===== src/kdrl_pkg.sv =====
// Shared types and constants for the key debouncer with auto repeat and long press.
package kdrl_pkg;

    localparam int DEBOUNCE_W = 16;
    localparam int DELAY_W    = 24;
    localparam int CFG_IDX_W  = 3;
    localparam int CFG_DATA_W = 24;

    localparam logic [DEBOUNCE_W-1:0] DEBOUNCE_RESET = 16'd5000;

    typedef enum logic [CFG_IDX_W-1:0] {
        CFG_INVERT_LEVEL   = 3'd0,
        CFG_DEBOUNCE_TICKS = 3'd1,
        CFG_REPEAT_PERIOD  = 3'd2,
        CFG_REPEAT_DELAY   = 3'd3,
        CFG_LONG_PRESS     = 3'd4
    } cfg_idx_t;

    typedef struct packed {
        logic press_event;
        logic repeat_flag;
        logic release_event;
        logic long_press_event;
        logic key_pressed;
    } result_t;

endpackage


===== src/key_debounce_repeat_longpress.sv =====
// Key debouncer with auto repeat and long press: top level.
// Each input word is one time tick carrying the raw key level; every accepted
// tick yields exactly one result word, registered in the output slot or the skid slot.
// The block takes one tick per clock while in_stall is low: the debounce, repeat and long-press
// counters are updated by a single decrement-and-compare pass per tick, and a
// one-word skid stage lets a tick be accepted while the previous result still
// waits on out_stall. in_stall rises only when both result slots are full.
// Configuration writes are always accepted (cfg_ready is tied high) and should
// be issued only while no tick is in flight.
module key_debounce_repeat_longpress #(
    parameter int TIME_BITS = 24
) (
    input  logic                            clk,
    input  logic                            rst_n,
    input  logic                            cfg_valid,
    output logic                            cfg_ready,
    input  logic [kdrl_pkg::CFG_IDX_W-1:0]  cfg_index,
    input  logic [kdrl_pkg::CFG_DATA_W-1:0] cfg_data,
    input  logic                            in_valid,
    output logic                            in_stall,
    input  logic                            raw_level,
    output logic                            out_valid,
    input  logic                            out_stall,
    output logic                            press_event,
    output logic                            repeat_flag,
    output logic                            release_event,
    output logic                            long_press_event,
    output logic                            key_pressed
);
    import kdrl_pkg::*;

    localparam int EXT_W = (TIME_BITS > DELAY_W) ? TIME_BITS : DELAY_W;
    localparam logic [EXT_W-1:0] TIME_MAX_EXT = EXT_W'({TIME_BITS{1'b1}});

    // delay of d ticks (d >= 1) as a counter load, saturated to TIME_BITS
    function automatic logic [TIME_BITS-1:0] load_delay(input logic [DELAY_W-1:0] d);
        logic [EXT_W-1:0] v;
        v = EXT_W'(d - DELAY_W'(1));
        if (v > TIME_MAX_EXT)
            return {TIME_BITS{1'b1}};
        else
            return v[TIME_BITS-1:0];
    endfunction

    logic                  invert_level_reg;
    logic [DEBOUNCE_W-1:0] debounce_ticks_reg;
    logic [DELAY_W-1:0]    repeat_period_reg;
    logic [DELAY_W-1:0]    repeat_delay_reg;
    logic [DELAY_W-1:0]    long_press_reg;

    logic                  last_level_reg, last_level_next;
    logic                  stable_reg, stable_next;
    logic                  db_active_reg, db_active_next;
    logic [DEBOUNCE_W-1:0] db_count_reg, db_count_next;
    logic                  rep_active_reg, rep_active_next;
    logic [TIME_BITS-1:0]  rep_count_reg, rep_count_next;
    logic                  long_active_reg, long_active_next;
    logic [TIME_BITS-1:0]  long_count_reg, long_count_next;

    logic    out_valid_reg, skid_valid_reg;
    result_t out_word_reg, skid_word_reg;
    result_t res;

    logic level, armed, accept, drain;

    assign cfg_ready = 1'b1;
    assign in_stall  = skid_valid_reg;
    assign accept    = in_valid && !skid_valid_reg;
    assign drain     = out_valid_reg && !out_stall;

    always_comb
    begin
        level            = raw_level ^ invert_level_reg;
        last_level_next  = last_level_reg;
        stable_next      = stable_reg;
        db_active_next   = db_active_reg;
        db_count_next    = db_count_reg;
        rep_active_next  = rep_active_reg;
        rep_count_next   = rep_count_reg;
        long_active_next = long_active_reg;
        long_count_next  = long_count_reg;
        armed            = 1'b0;
        res              = '0;

        if (level != last_level_reg)
        begin
            last_level_next = level;
            db_active_next  = 1'b1;
            db_count_next   = debounce_ticks_reg;
            rep_active_next = 1'b0;
        end

        if (db_active_next)
        begin
            if (db_count_next == '0)
            begin
                db_active_next = 1'b0;
                if (level != stable_reg)
                begin
                    stable_next = level;
                    if (level)
                    begin
                        res.press_event = 1'b1;
                        armed           = 1'b1;
                        if (repeat_period_reg != '0)
                        begin
                            rep_active_next = 1'b1;
                            rep_count_next  = load_delay((repeat_delay_reg != '0) ?
                                                         repeat_delay_reg : repeat_period_reg);
                        end
                        if (long_press_reg != '0)
                        begin
                            long_active_next = 1'b1;
                            long_count_next  = load_delay(long_press_reg);
                        end
                    end
                    else
                    begin
                        res.release_event = 1'b1;
                        long_active_next  = 1'b0;
                    end
                end
            end
            else
            begin
                db_count_next = db_count_next - DEBOUNCE_W'(1);
            end
        end

        if (!armed)
        begin
            if (rep_active_next)
            begin
                if (rep_count_next == '0)
                begin
                    if (stable_next)
                    begin
                        res.press_event = 1'b1;
                        res.repeat_flag = 1'b1;
                    end
                    rep_count_next = load_delay((repeat_period_reg != '0) ?
                                                repeat_period_reg : DELAY_W'(1));
                end
                else
                begin
                    rep_count_next = rep_count_next - TIME_BITS'(1);
                end
            end
            if (long_active_next)
            begin
                if (long_count_next == '0)
                begin
                    res.long_press_event = stable_next;
                    long_active_next     = 1'b0;
                end
                else
                begin
                    long_count_next = long_count_next - TIME_BITS'(1);
                end
            end
        end

        res.key_pressed = stable_next;
    end

    // config, tick state and result slot control
    always_ff @(posedge clk or negedge rst_n)
    begin
        if (!rst_n)
        begin
            invert_level_reg   <= 1'b0;
            debounce_ticks_reg <= DEBOUNCE_RESET;
            repeat_period_reg  <= '0;
            repeat_delay_reg   <= '0;
            long_press_reg     <= '0;
            last_level_reg     <= 1'b0;
            stable_reg         <= 1'b0;
            db_active_reg      <= 1'b0;
            db_count_reg       <= '0;
            rep_active_reg     <= 1'b0;
            rep_count_reg      <= '0;
            long_active_reg    <= 1'b0;
            long_count_reg     <= '0;
            out_valid_reg      <= 1'b0;
            skid_valid_reg     <= 1'b0;
        end
        else
        begin
            if (cfg_valid)
            begin
                unique case (cfg_index)
                    CFG_INVERT_LEVEL:   invert_level_reg   <= cfg_data[0];
                    CFG_DEBOUNCE_TICKS: debounce_ticks_reg <= cfg_data[DEBOUNCE_W-1:0];
                    CFG_REPEAT_PERIOD:  repeat_period_reg  <= cfg_data[DELAY_W-1:0];
                    CFG_REPEAT_DELAY:   repeat_delay_reg   <= cfg_data[DELAY_W-1:0];
                    CFG_LONG_PRESS:     long_press_reg     <= cfg_data[DELAY_W-1:0];
                    default: ;
                endcase
            end

            if (accept)
            begin
                last_level_reg  <= last_level_next;
                stable_reg      <= stable_next;
                db_active_reg   <= db_active_next;
                db_count_reg    <= db_count_next;
                rep_active_reg  <= rep_active_next;
                rep_count_reg   <= rep_count_next;
                long_active_reg <= long_active_next;
                long_count_reg  <= long_count_next;
            end

            if (!out_valid_reg || drain)
            begin
                out_valid_reg  <= skid_valid_reg || accept;
                skid_valid_reg <= 1'b0;
            end
            else if (accept)
            begin
                skid_valid_reg <= 1'b1;
            end
        end
    end

    // result words
    always_ff @(posedge clk)
    begin
        if (!out_valid_reg || drain)
        begin
            if (skid_valid_reg)
                out_word_reg <= skid_word_reg;
            else if (accept)
                out_word_reg <= res;
        end
        else if (accept)
        begin
            skid_word_reg <= res;
        end
    end

    assign out_valid        = out_valid_reg;
    assign press_event      = out_word_reg.press_event;
    assign repeat_flag      = out_word_reg.repeat_flag;
    assign release_event    = out_word_reg.release_event;
    assign long_press_event = out_word_reg.long_press_event;
    assign key_pressed      = out_word_reg.key_pressed;

endmodule


===== config.mk =====
export PLATFORM = sky130hd
export DESIGN_NAME = key_debounce_repeat_longpress
export DESIGN_NICKNAME = d
export VERILOG_FILES = /design/src/kdrl_pkg.sv /design/src/key_debounce_repeat_longpress.sv
export SDC_FILE = /design/constraint.sdc
export NUM_CORES = 1
export LEC_CHECK = 0
export BUFFER_PORTS_ARGS = -buffer_cell sky130_fd_sc_hd__buf_2
export CORE_MARGIN = 4
export CORE_UTILIZATION = 40
export DETAILED_ROUTE_END_ITERATION = 10
export GPL_ROUTABILITY_DRIVEN = 1
export PLACE_DENSITY = 0.56
export REMOVE_ABC_BUFFERS = 1
export SLEW_MARGIN = 5
export SYNTH_ARGS = -nofsm -noshare
export SYNTH_HDL_FRONTEND = slang
export SYNTH_SLANG_ARGS = --single-unit

===== constraint.sdc =====
create_clock -name clk -period 11.82 [get_ports clk]
set_clock_uncertainty 0.15 [all_clocks]
set_input_delay 0 -clock clk [delete_from_list [all_inputs] [get_ports clk]]
set_output_delay 0 -clock clk [all_outputs]
set_load 0.05 [all_outputs]

==> metrics.json, run 1 <==
{
  "run_status": "complete, but fails checks",
  "failed_checks": "negative hold slack",
  "final.setup.tns_ns": 0,
  "vias_in_the_first_global_route": 11127,
  "ys_ff_latch": 170,
  "power_switching_share": 0.416,
  "cts_root_buffer": "clkbuf_16",
  "i_o_pins": 41,
  "cts_sinks": 170,
  "final_cell_area_um2": 13900,
  "rsz_0062_raised_after_global_routing": "false",
  "holdWs_ns": -0.00276,
  "criticalPathCategory": "flip-flop to flip-flop",
  "antenna_found_initial": 0,
  "dominantRegCellSynth": "dfrtp_1",
  "min-delay-path-class": "primary input to asynchronous set/reset pin",
  "floorplan.initialDensity": 0.407,
  "cts_inserted_buffers": 17,
  "postCtsSetupRepairBufs": 0,
  "dr.first_iter.drc_count": 1106,
  "detailed_place_hpwl_um": 29600,
  "power.density_nw_per_um2": 170,
  "synth_edf_count": 10,
  "portBuffers": 39,
  "timing.final.crit_share": 0.527,
  "path_clk_slew_ns": 0.07,
  "switching_power_uw": 984,
  "required_ns": 11.97,
  "critical_path.slowest_cell": "xnor3_1",
  "fp.coreArea_um2": 30700,
  "synth_area_leader": "dfrtp_1",
  "grt_pass1_wl_um": 66300,
  "static-leakage-power_uw": 0.00513,
  "crit_path_cell_trace": "xnor3_1, mux2i_1, ha_1, nor3b_1, mux2i_1, a211oi_4, nand2_2, nor2_1, a21oi_1, ha_1, nand4b_1, o31ai_1, a21oi_2, nand2_1, or4b_1, nand2_1, a21oi_1",
  "synth_largest_type_area_fraction": 0.310,
  "power_frac_seq": 0.405,
  "grt_max_degree": 62,
  "die_height_um": 185,
  "post_synth_main_area_contributors": "dfrtp_1 31%, mux2_2 7.7%, nor2_1 4.8%",
  "cts_htree_levels": 4,
  "start_kind": "flip-flop",
  "setup_ws_ns": 5.60,
  "grt_remaining_overflow": 0,
  "max_slew.worst_pin.slew_ns": 1.12,
  "globalRouteTotalUtil": 0.245,
  "path_max_fanout": 29,
  "sequential_cell_area_fraction_in_the_yosys_report": 0.345,
  "final_cell_utilization_of_the_core": 0.451,
  "final-max-slew-violation-count": 0,
  "synth_cells": 1477,
  "pre_cts_slack_ns": 5.77,
  "timing.critical_path.buf_inv": 0,
  "worst_setup_path_end_kind": "flip-flop",
  "finalWirelength_um": 41400,
  "num_rows": 64,
  "worst_path_largest_cell_delay_ns": 0.86,
  "antenna-diode-count": 0,
  "timing.critical_path.arrival_ns": 6.38,
  "combinationalPowerShare": 0.352,
  "clock_power_share": 0.243,
  "power.internal_uw": 1380,
  "yosysMostFrequentCell": "nor2_1",
  "ctsLongestPathBuffers": 2,
  "synth-async-reset-ratio": 0.941,
  "critPathTopFamily": "simple AND/OR/NAND/NOR gates",
  "dr.pass1.iters": 6,
  "max_fclk_ghz": 0.161,
  "clk_latency_ns": 0.44,
  "netlist_top_cells_count": "160 x nor2_1, 155 x dfrtp_1, 152 x nand2_1",
  "timing.max_slew.rel_slack": 0.243,
  "synth_cell_types": 99,
  "detail_routed_via_count_per_cell": 6.18,
  "finalCriticalPeriod_ns": 6.22,
  "yosys_warnings": 0,
  "post_route_cells_drive_above_1_share": 0.150,
  "drt-wirelength-per-cell_um": 21.8,
  "cap_violations": 0,
  "floorplan.die_area_um2": 34100,
  "fp.dieW_um": 185,
  "avgSynthCellArea_um2": 8.46,
  "setup_viol": 0,
  "drcViolationCount": 0,
  "synth.cell_area_um2": 12500,
  "post_dp_cell_area_um2": 13000,
  "hold_violations": 5,
  "nFillCells": 3048,
  "final_net_count": 1538,
  "area_growth_pct": 11.0,
  "worst_ir_drop_vdd_uv": 114,
  "cts_tree": "built",
  "postRouteAntennaNets": 0,
  "gpl_wtd_cong": 0.945,
  "route.vias.total": 11741
}
## final timing paths
kind / start / to / slack, ns / depth (start not counted)
max in group asynchronous: rst_n / db_count_reg[12] / 10.75 / 3
min in group clk: raw_level / last_level_reg / 0.13 / 4
max: invert_level_reg / long_count_reg[13] / 5.60 / 17
min reg2reg: rep_count_reg[15] / rep_count_reg[15] / 0.34 / 2
max reg2reg: invert_level_reg / long_count_reg[13] / 5.60 / 17
min: rst_n / rep_count_reg[21] / -0.003 / 3
## logic make-up (layout without fill, tap and decap cells)
family	after synthesis	count (layout)	synth area share
AO/OA/AOI/OAI	373	373	0.199
buffers and inverters	115	142	0.0379
other	1	1	0.000300
adder cells (fa/ha/maj)	14	14	0.0140
multiplexers	109	109	0.0959
XOR/XNOR	62	62	0.0457
flip-flops	170	170	0.345
AND/OR/NAND/NOR	633	633	0.263
## per-stage QoR
step	total power (µW)	cells	hold slack, ns
final	2360	1900	-0.00276
after detailed placement	1770	1835	-0.183
after floorplan	1490	1384	-0.446
after global routing	2510	1900	0.0224
after global placement	1760	1835	-0.189
after CTS	2360	1900	0.0149
## what timing repair did
action	4_1_cts	5_1_grt
resized for setup	0	0
hold endpoints to repair	147	0
hold buffers	33	0
setup endpoints to repair	0	0
## cell type report
type                       count  area (µm²)  share of cell area
clock buffer                  21         472              0.0340
clock inverter                11         109             0.00784
inverter                      22        82.6             0.00595
multi-input combinational   1192        7740               0.558
sequential                   170        4310               0.311
tap                          396         495              0.0357
timing repair buffer          88         669              0.0482
## metal layers
metal  wire length [µm]  global-route usage
met4                650              0.0561
met1              20100               0.375
met5                  0                   0
met3               2190              0.0299
met2              18500               0.369
## worst register-to-register path: stages, from the launching register on
cell,delay [ns]
dfrtp_1,0.41
xnor3_1,0.86
mux2i_1,0.43
ha_1,0.22
nor3b_1,0.21
mux2i_1,0.28
a211oi_4,0.54
nand2_2,0.51
nor2_1,0.24
a21oi_1,0.11
ha_1,0.25
nand4b_1,0.14
o31ai_1,0.12
a21oi_2,0.63
nand2_1,0.27
or4b_1,0.56
nand2_1,0.08
a21oi_1,0.06
## power by group through the flow
stage	logic, µW	clock network [µW]	registers [µW]
2_1_floorplan	599	0	891
3_3_place_gp	803	0	960
3_5_place_dp	810	0	960
4_1_cts	824	588	950
5_1_grt	925	611	978
6_report	833	575	957
## layout by cell type, fill, tap and decap left out, types with 6 or more instances in the layout
cell type,count
nor2_1,158
a21oi_1,93
o21a_1,8
nand2_1,152
ha_1,14
and2_1,14
nor4_1,39
nand4_1,26
o2111ai_1,6
or4_1,19
clkbuf_16,18
nor3_1,61
buf_2,38
a211oi_1,27
buf_4,16
a21o_1,9
o211ai_1,17
mux2i_1,23
or2_2,8
nand3_1,50
or3_1,22
and3_1,13
a2111oi_0,7
dfrtp_1,155
a31oi_1,18
nand2b_1,9
nor3b_1,10
mux2_2,85
dlygate4sd3_1,32
inv_1,22
xor2_1,26
edfxtp_1,10
o21ai_0,83
nand3b_1,6
o31ai_1,23
xnor2_1,34
o21ai_1,6
No activity file was read; power rests on OpenSTA's default activity.
==> inputs of run 2 (changes only) <==
- PLACE_DENSITY: 0.56 -> 0.58
- clock period: 11.82 -> 5.4 ns (I/O delays scaled with it)
==> run 2 against run 1 <==
The flow now finishes without violations; sequential power is 110% higher; die area unchanged; cell count rose by 2.8%; clock power up 110%; via count increased by 1.5%; global-route usage up 0.60 points; count of clock-buffer cells in the layout is 3 lower; power is 120% higher; critical path type unchanged; largest cell class unchanged.
==> metrics.json, run 2 (synthesis gave the netlist of run 1 again) <==
{
  "worst_path_largest_cell_delay_ns": 0.53,
  "setup.worst_path.start": "invert_level_reg",
  "dpl.cell_count": 1885,
  "cap_violations": 0,
  "fp.coreArea_um2": 30700,
  "antenna_found_initial": 0,
  "cts_inserted_buffers": 17,
  "switching_power_uw": 2200,
  "layout.cells.most_common": "nor2_1",
  "final_cell_area_um2": 14300,
  "power.density_nw_per_um2": 366,
  "dr.pass1.iters": 5,
  "power.internal_uw": 3030,
  "timing.max_slew.rel_slack": 0.362,
  "final-max-slew-violation-count": 0,
  "die_height_um": 185,
  "floorplan.die_area_um2": 34100,
  "dr.first_iter.drc_count": 1063,
  "ctsLongestPathBuffers": 2,
  "hold_violations": 0,
  "r2r_start": "invert_level_reg",
  "static-leakage-power_uw": 0.00540,
  "min-delay-start": "raw_level",
  "vias_in_the_first_global_route": 11413,
  "num_rows": 64,
  "cts_root_buffer": "clkbuf_16",
  "post_route_cells_drive_above_1_share": 0.182,
  "power_frac_seq": 0.387,
  "holdWs_ns": 0.0322,
  "detailed_place_hpwl_um": 30800,
  "cts_sinks": 170,
  "portBuffers": 39,
  "postRouteAntennaNets": 0,
  "finalCriticalPeriod_ns": 5.12,
  "post_dp_cell_area_um2": 13300,
  "path_max_fanout": 11,
  "criticalPathCategory": "flip-flop to flip-flop",
  "worst_ir_drop_vdd_uv": 285,
  "drt-wirelength-per-cell_um": 21.5,
  "path_clk_slew_ns": 0.08,
  "max_slew.worst_pin.slew_ns": 0.957,
  "max_fclk_ghz": 0.195,
  "power_switching_share": 0.421,
  "clock_power_share": 0.235,
  "start_kind": "flip-flop",
  "crit_path_cell_trace": "xnor3_1, mux2i_1, ha_1, nor3b_1, mux2i_1, a211oi_2, buf_4, o31a_1, buf_4, o2111ai_1, nor4b_4, nand3_1, a211oi_1, a31oi_1, o22a_1",
  "min-delay-path-class": "primary input to flip-flop",
  "route.vias.total": 11922,
  "critPathTopFamily": "compound AO/OA/AOI/OAI gates",
  "final_cell_utilization_of_the_core": 0.464,
  "globalRouteTotalUtil": 0.251,
  "grt_pass1_wl_um": 67200,
  "grt_remaining_overflow": 0,
  "grt_max_degree": 96,
  "critical_path.slowest_cell": "nor4b_4",
  "timing.critical_path.arrival_ns": 5.31,
  "fp.dieW_um": 185,
  "timing.final.crit_share": 0.948,
  "final_net_count": 1591,
  "gpl_wtd_cong": 0.973,
  "layout_common_cells": "159 x nor2_1, 155 x dfrtp_1, 152 x nand2_1",
  "setup_viol": 0,
  "drcViolationCount": 0,
  "run_status": "complete, no violations",
  "i_o_pins": 41,
  "antenna-diode-count": 0,
  "timing.critical_path.buf_inv": 2,
  "floorplan.initialDensity": 0.407,
  "stdcell_count": 1953,
  "cts_htree_levels": 4,
  "combinationalPowerShare": 0.378,
  "rsz_0062_raised_after_global_routing": "false",
  "required_ns": 5.59,
  "clk_latency_ns": 0.45,
  "detail_routed_via_count_per_cell": 6.10,
  "worst_setup_path_end_kind": "flip-flop",
  "finalWirelength_um": 42000,
  "area_growth_pct": 14.2,
  "cts_tree": "built"
}
[run 2: worst paths after layout]
check                                      to  slack (ns)  cells after the start
max                        long_count_reg[20]        0.28                     15
min                            last_level_reg        0.03                      4
max reg2reg                long_count_reg[20]        0.28                     15
min reg2reg                 rep_count_reg[15]        0.34                      2
max in group asynchronous  long_press_reg[10]        3.58                      3
min in group asynchronous   rep_count_reg[18]        0.08                      2
[run 2: repair_timing]
action	4_1_cts	5_1_grt
buffers inserted	0	4
hold buffers	32	0
setup endpoints to repair	0	15
gates resized for setup	0	6
hold endpoints to repair	196	0
[run 2: final cells by class]
class	instances	area, µm²
clock inverter	14	125
clock buffer	18	439
timing repair buffer	141	1060
fill	3046	16500
multi-input combinational	1192	7760
tap	396	495
sequential	170	4310
inverter	22	82.6
[run 2: power by group through the flow]
stage / clock, µW / sequential [µW] / combinational, µW
after detailed placement: 0 / 2030 / 1920
after global routing: 1330 / 2080 / 2180
after CTS: 1270 / 2010 / 1940
after global placement: 0 / 2030 / 1900
after floorplan: 0 / 1950 / 1310
final: 1230 / 2020 / 1970
[run 2: worst min-delay path, stage by stage]
cell and delay, ns:
buf_2 0.13, xor2_1 0.14, inv_1 0.20, o21ai_0 0.12
[run 2: per-layer routing]
layer	up-vias	GRT usage	share of wire
met1	5816	0.362	0.46
met4	0	0.0893	0.032
met5	-	0	0
met2	413	0.381	0.45
met3	66	0.0412	0.064
li1	5627	-	-
[run 2: stage by stage]
| step | setup TNS [ns] | total power [µW] | setup WS (ns) |
|---|---|---|---|
| after floorplan | -0.303 | 3260 | -0.156 |
| after global placement | 0 | 3930 | 0.360 |
| after CTS | 0 | 5220 | 0.136 |
| after global routing | 0 | 5580 | 0.0241 |
| final | 0 | 5230 | 0.278 |
| after detailed placement | 0 | 3950 | 0.207 |
==> inputs of run 3 (changes only) <==
- CORE_MARGIN: 4 -> unset
- TNS_END_PERCENT: unset -> 30
==> run 3 against run 2 <==
The flow now finishes with violations (negative hold slack); count of clock-buffer cells in the layout fell by 1; wire length fell by 2.0%; sequential cell count did not move; highest routed layer unchanged.
==> metrics.json, run 3 (synthesis gave the netlist of run 1 again) <==
{
  "power_frac_seq": 0.391,
  "drt-wirelength-per-cell_um": 21.2,
  "run_status": "complete, but fails checks",
  "combinationalPowerShare": 0.366,
  "layout_common_cells": "159 x nor2_1, 154 x dfrtp_1, 152 x nand2_1",
  "path_clk_slew_ns": 0.08,
  "postCtsSetupRepairBufs": 0,
  "floorplan.die_area_um2": 32000,
  "hold_violations": 12,
  "r2r_start": "invert_level_reg",
  "die_height_um": 179,
  "postRouteAntennaNets": 0,
  "vias_in_the_first_global_route": 11088,
  "detail_routed_via_count_per_cell": 6.16,
  "path_max_fanout": 9,
  "ctsLongestPathBuffers": 2,
  "route.vias.total": 11962,
  "grt_remaining_overflow": 0,
  "gpl_wtd_cong": 0.975,
  "finalWirelength_um": 41200,
  "cts_root_buffer": "clkbuf_16",
  "static-leakage-power_uw": 0.00535,
  "globalRouteTotalUtil": 0.267,
  "floorplan.initialDensity": 0.408,
  "area_growth_pct": 13.9,
  "setup_viol": 0,
  "drcViolationCount": 0,
  "power_switching_share": 0.424,
  "final_cell_area_um2": 14200,
  "cts_htree_levels": 4,
  "cts_tree": "built",
  "power.density_nw_per_um2": 367,
  "i_o_pins": 41,
  "post_dp_cell_area_um2": 13300,
  "fp.coreArea_um2": 30700,
  "setup.worst_path.start": "invert_level_reg",
  "final.setup.tns_ns": 0,
  "required_ns": 5.60,
  "max_fclk_ghz": 0.197,
  "cts_sinks": 170,
  "final_cell_utilization_of_the_core": 0.464,
  "layout.cells.most_common": "nor2_1",
  "switching_power_uw": 2210,
  "final-max-slew-violation-count": 0,
  "dr.pass1.iters": 6,
  "post_route_cells_drive_above_1_share": 0.175,
  "cts_inserted_buffers": 17,
  "worst_setup_path_end_kind": "flip-flop",
  "min-delay-path-class": "primary input to asynchronous set/reset pin",
  "fp.dieW_um": 179,
  "max_slew.worst_pin.slew_ns": 1.21,
  "criticalPathCategory": "flip-flop to flip-flop",
  "failed_checks": "negative hold slack",
  "clk_latency_ns": 0.46,
  "timing.final.crit_share": 0.941,
  "cap_violations": 0,
  "portBuffers": 39,
  "final_net_count": 1581,
  "detailed_place_hpwl_um": 30000,
  "num_rows": 64,
  "antenna-diode-count": 0,
  "grt_pass1_wl_um": 65100,
  "nFillCells": 3009,
  "finalCriticalPeriod_ns": 5.08,
  "grt_max_degree": 70,
  "rsz_0062_raised_after_global_routing": "false",
  "clock_power_share": 0.243,
  "worst_ir_drop_vdd_uv": 268,
  "antenna_found_initial": 0,
  "power.internal_uw": 3010,
  "timing.critical_path.arrival_ns": 5.28,
  "start_kind": "flip-flop",
  "dr.first_iter.drc_count": 1253,
  "holdWs_ns": -0.0407,
  "timing.max_slew.rel_slack": 0.191
}
==> run 3: changes by cell type in the layout (fill, tap and decap cells not counted), moves of 2 or more <==
cell           delta
clkinv_4          -2
buf_4            -12
clkinv_8          +5
dlygate4sd3_1     +2
==> run 3: cell type report <==
cell class / count / area [µm²] / share of cell area
sequential: 170 / 4310 / 0.303
inverter: 22 / 82.6 / 0.00580
clock inverter: 15 / 175 / 0.0123
clock buffer: 17 / 425 / 0.0299
timing repair buffer: 131 / 990 / 0.0695
tap: 396 / 495 / 0.0348
multi-input combinational: 1192 / 7750 / 0.545
==> run 3: through the flow <==
stage / std cells / setup slack (ns) / total power, µW / hold slack (ns)
finish: 1943 / 0.320 / 5230 / -0.0407
global route: 1943 / 0.00846 / 5550 / 0.0363
CTS: 1943 / 0.364 / 5220 / 0.00389
detailed placement: 1877 / 0.404 / 3910 / -0.0764
global placement: 1877 / 0.586 / 3890 / -0.0731
floorplan: 1384 / -0.156 / 3260 / -0.446
==> run 3: layer usage <==
layer / routed length (µm) / GRT usage / vias up / share of wire
li1: - / - / 5621 / -
met1: 19300 / 0.381 / 5872 / 0.47
met2: 18900 / 0.423 / 425 / 0.46
met3: 2270 / 0.0388 / 44 / 0.055
met4: 670 / 0.0636 / 0 / 0.016
met5: 0 / 0 / - / 0
==> run 3: final timing paths <==
kind	endpoint	slack, ns	cells after the start
min in group clk	last_level_reg	0.08	4
min	rep_count_reg[22]	-0.04	2
min reg2reg	rep_count_reg[14]	0.35	2
max	long_count_reg[11]	0.32	19
max reg2reg	long_count_reg[11]	0.32	19
max in group asynchronous	repeat_delay_reg[7]	3.88	3
==> run 3: what timing repair did <==
item | CTS | global route
resized for setup | 0 | 3
setup endpoints to repair | 0 | 3
hold endpoints to repair | 168 | 0
hold buffers | 34 | 0
==> run 3: power groups by stage <==
| stage | combinational, µW | sequential, µW | clock [µW] |
|---|---|---|---|
| 3_5_place_dp | 1860 | 2050 | 0 |
| 2_1_floorplan | 1310 | 1950 | 0 |
| 4_1_cts | 1890 | 2030 | 1300 |
| 6_report | 1910 | 2040 | 1270 |
| 5_1_grt | 2110 | 2100 | 1340 |
| 3_3_place_gp | 1840 | 2040 | 0 |
==> run 3: worst max-delay path, cell delays in order (launching register included) <==
cell and delay (ns):
dfrtp_1 0.42, xnor3_1 0.53, mux2i_1 0.38, ha_1 0.22
nor3b_1 0.18, mux2i_1 0.25, a211oi_4 0.41, buf_4 0.24
nand2_2 0.08, nor2_1 0.10, a21oi_1 0.09, ha_1 0.27
nand4b_1 0.15, o31ai_1 0.13, a21oi_2 0.45, buf_4 0.24
nand3_1 0.13, or3_1 0.34, a21oi_1 0.15, nor2_1 0.06
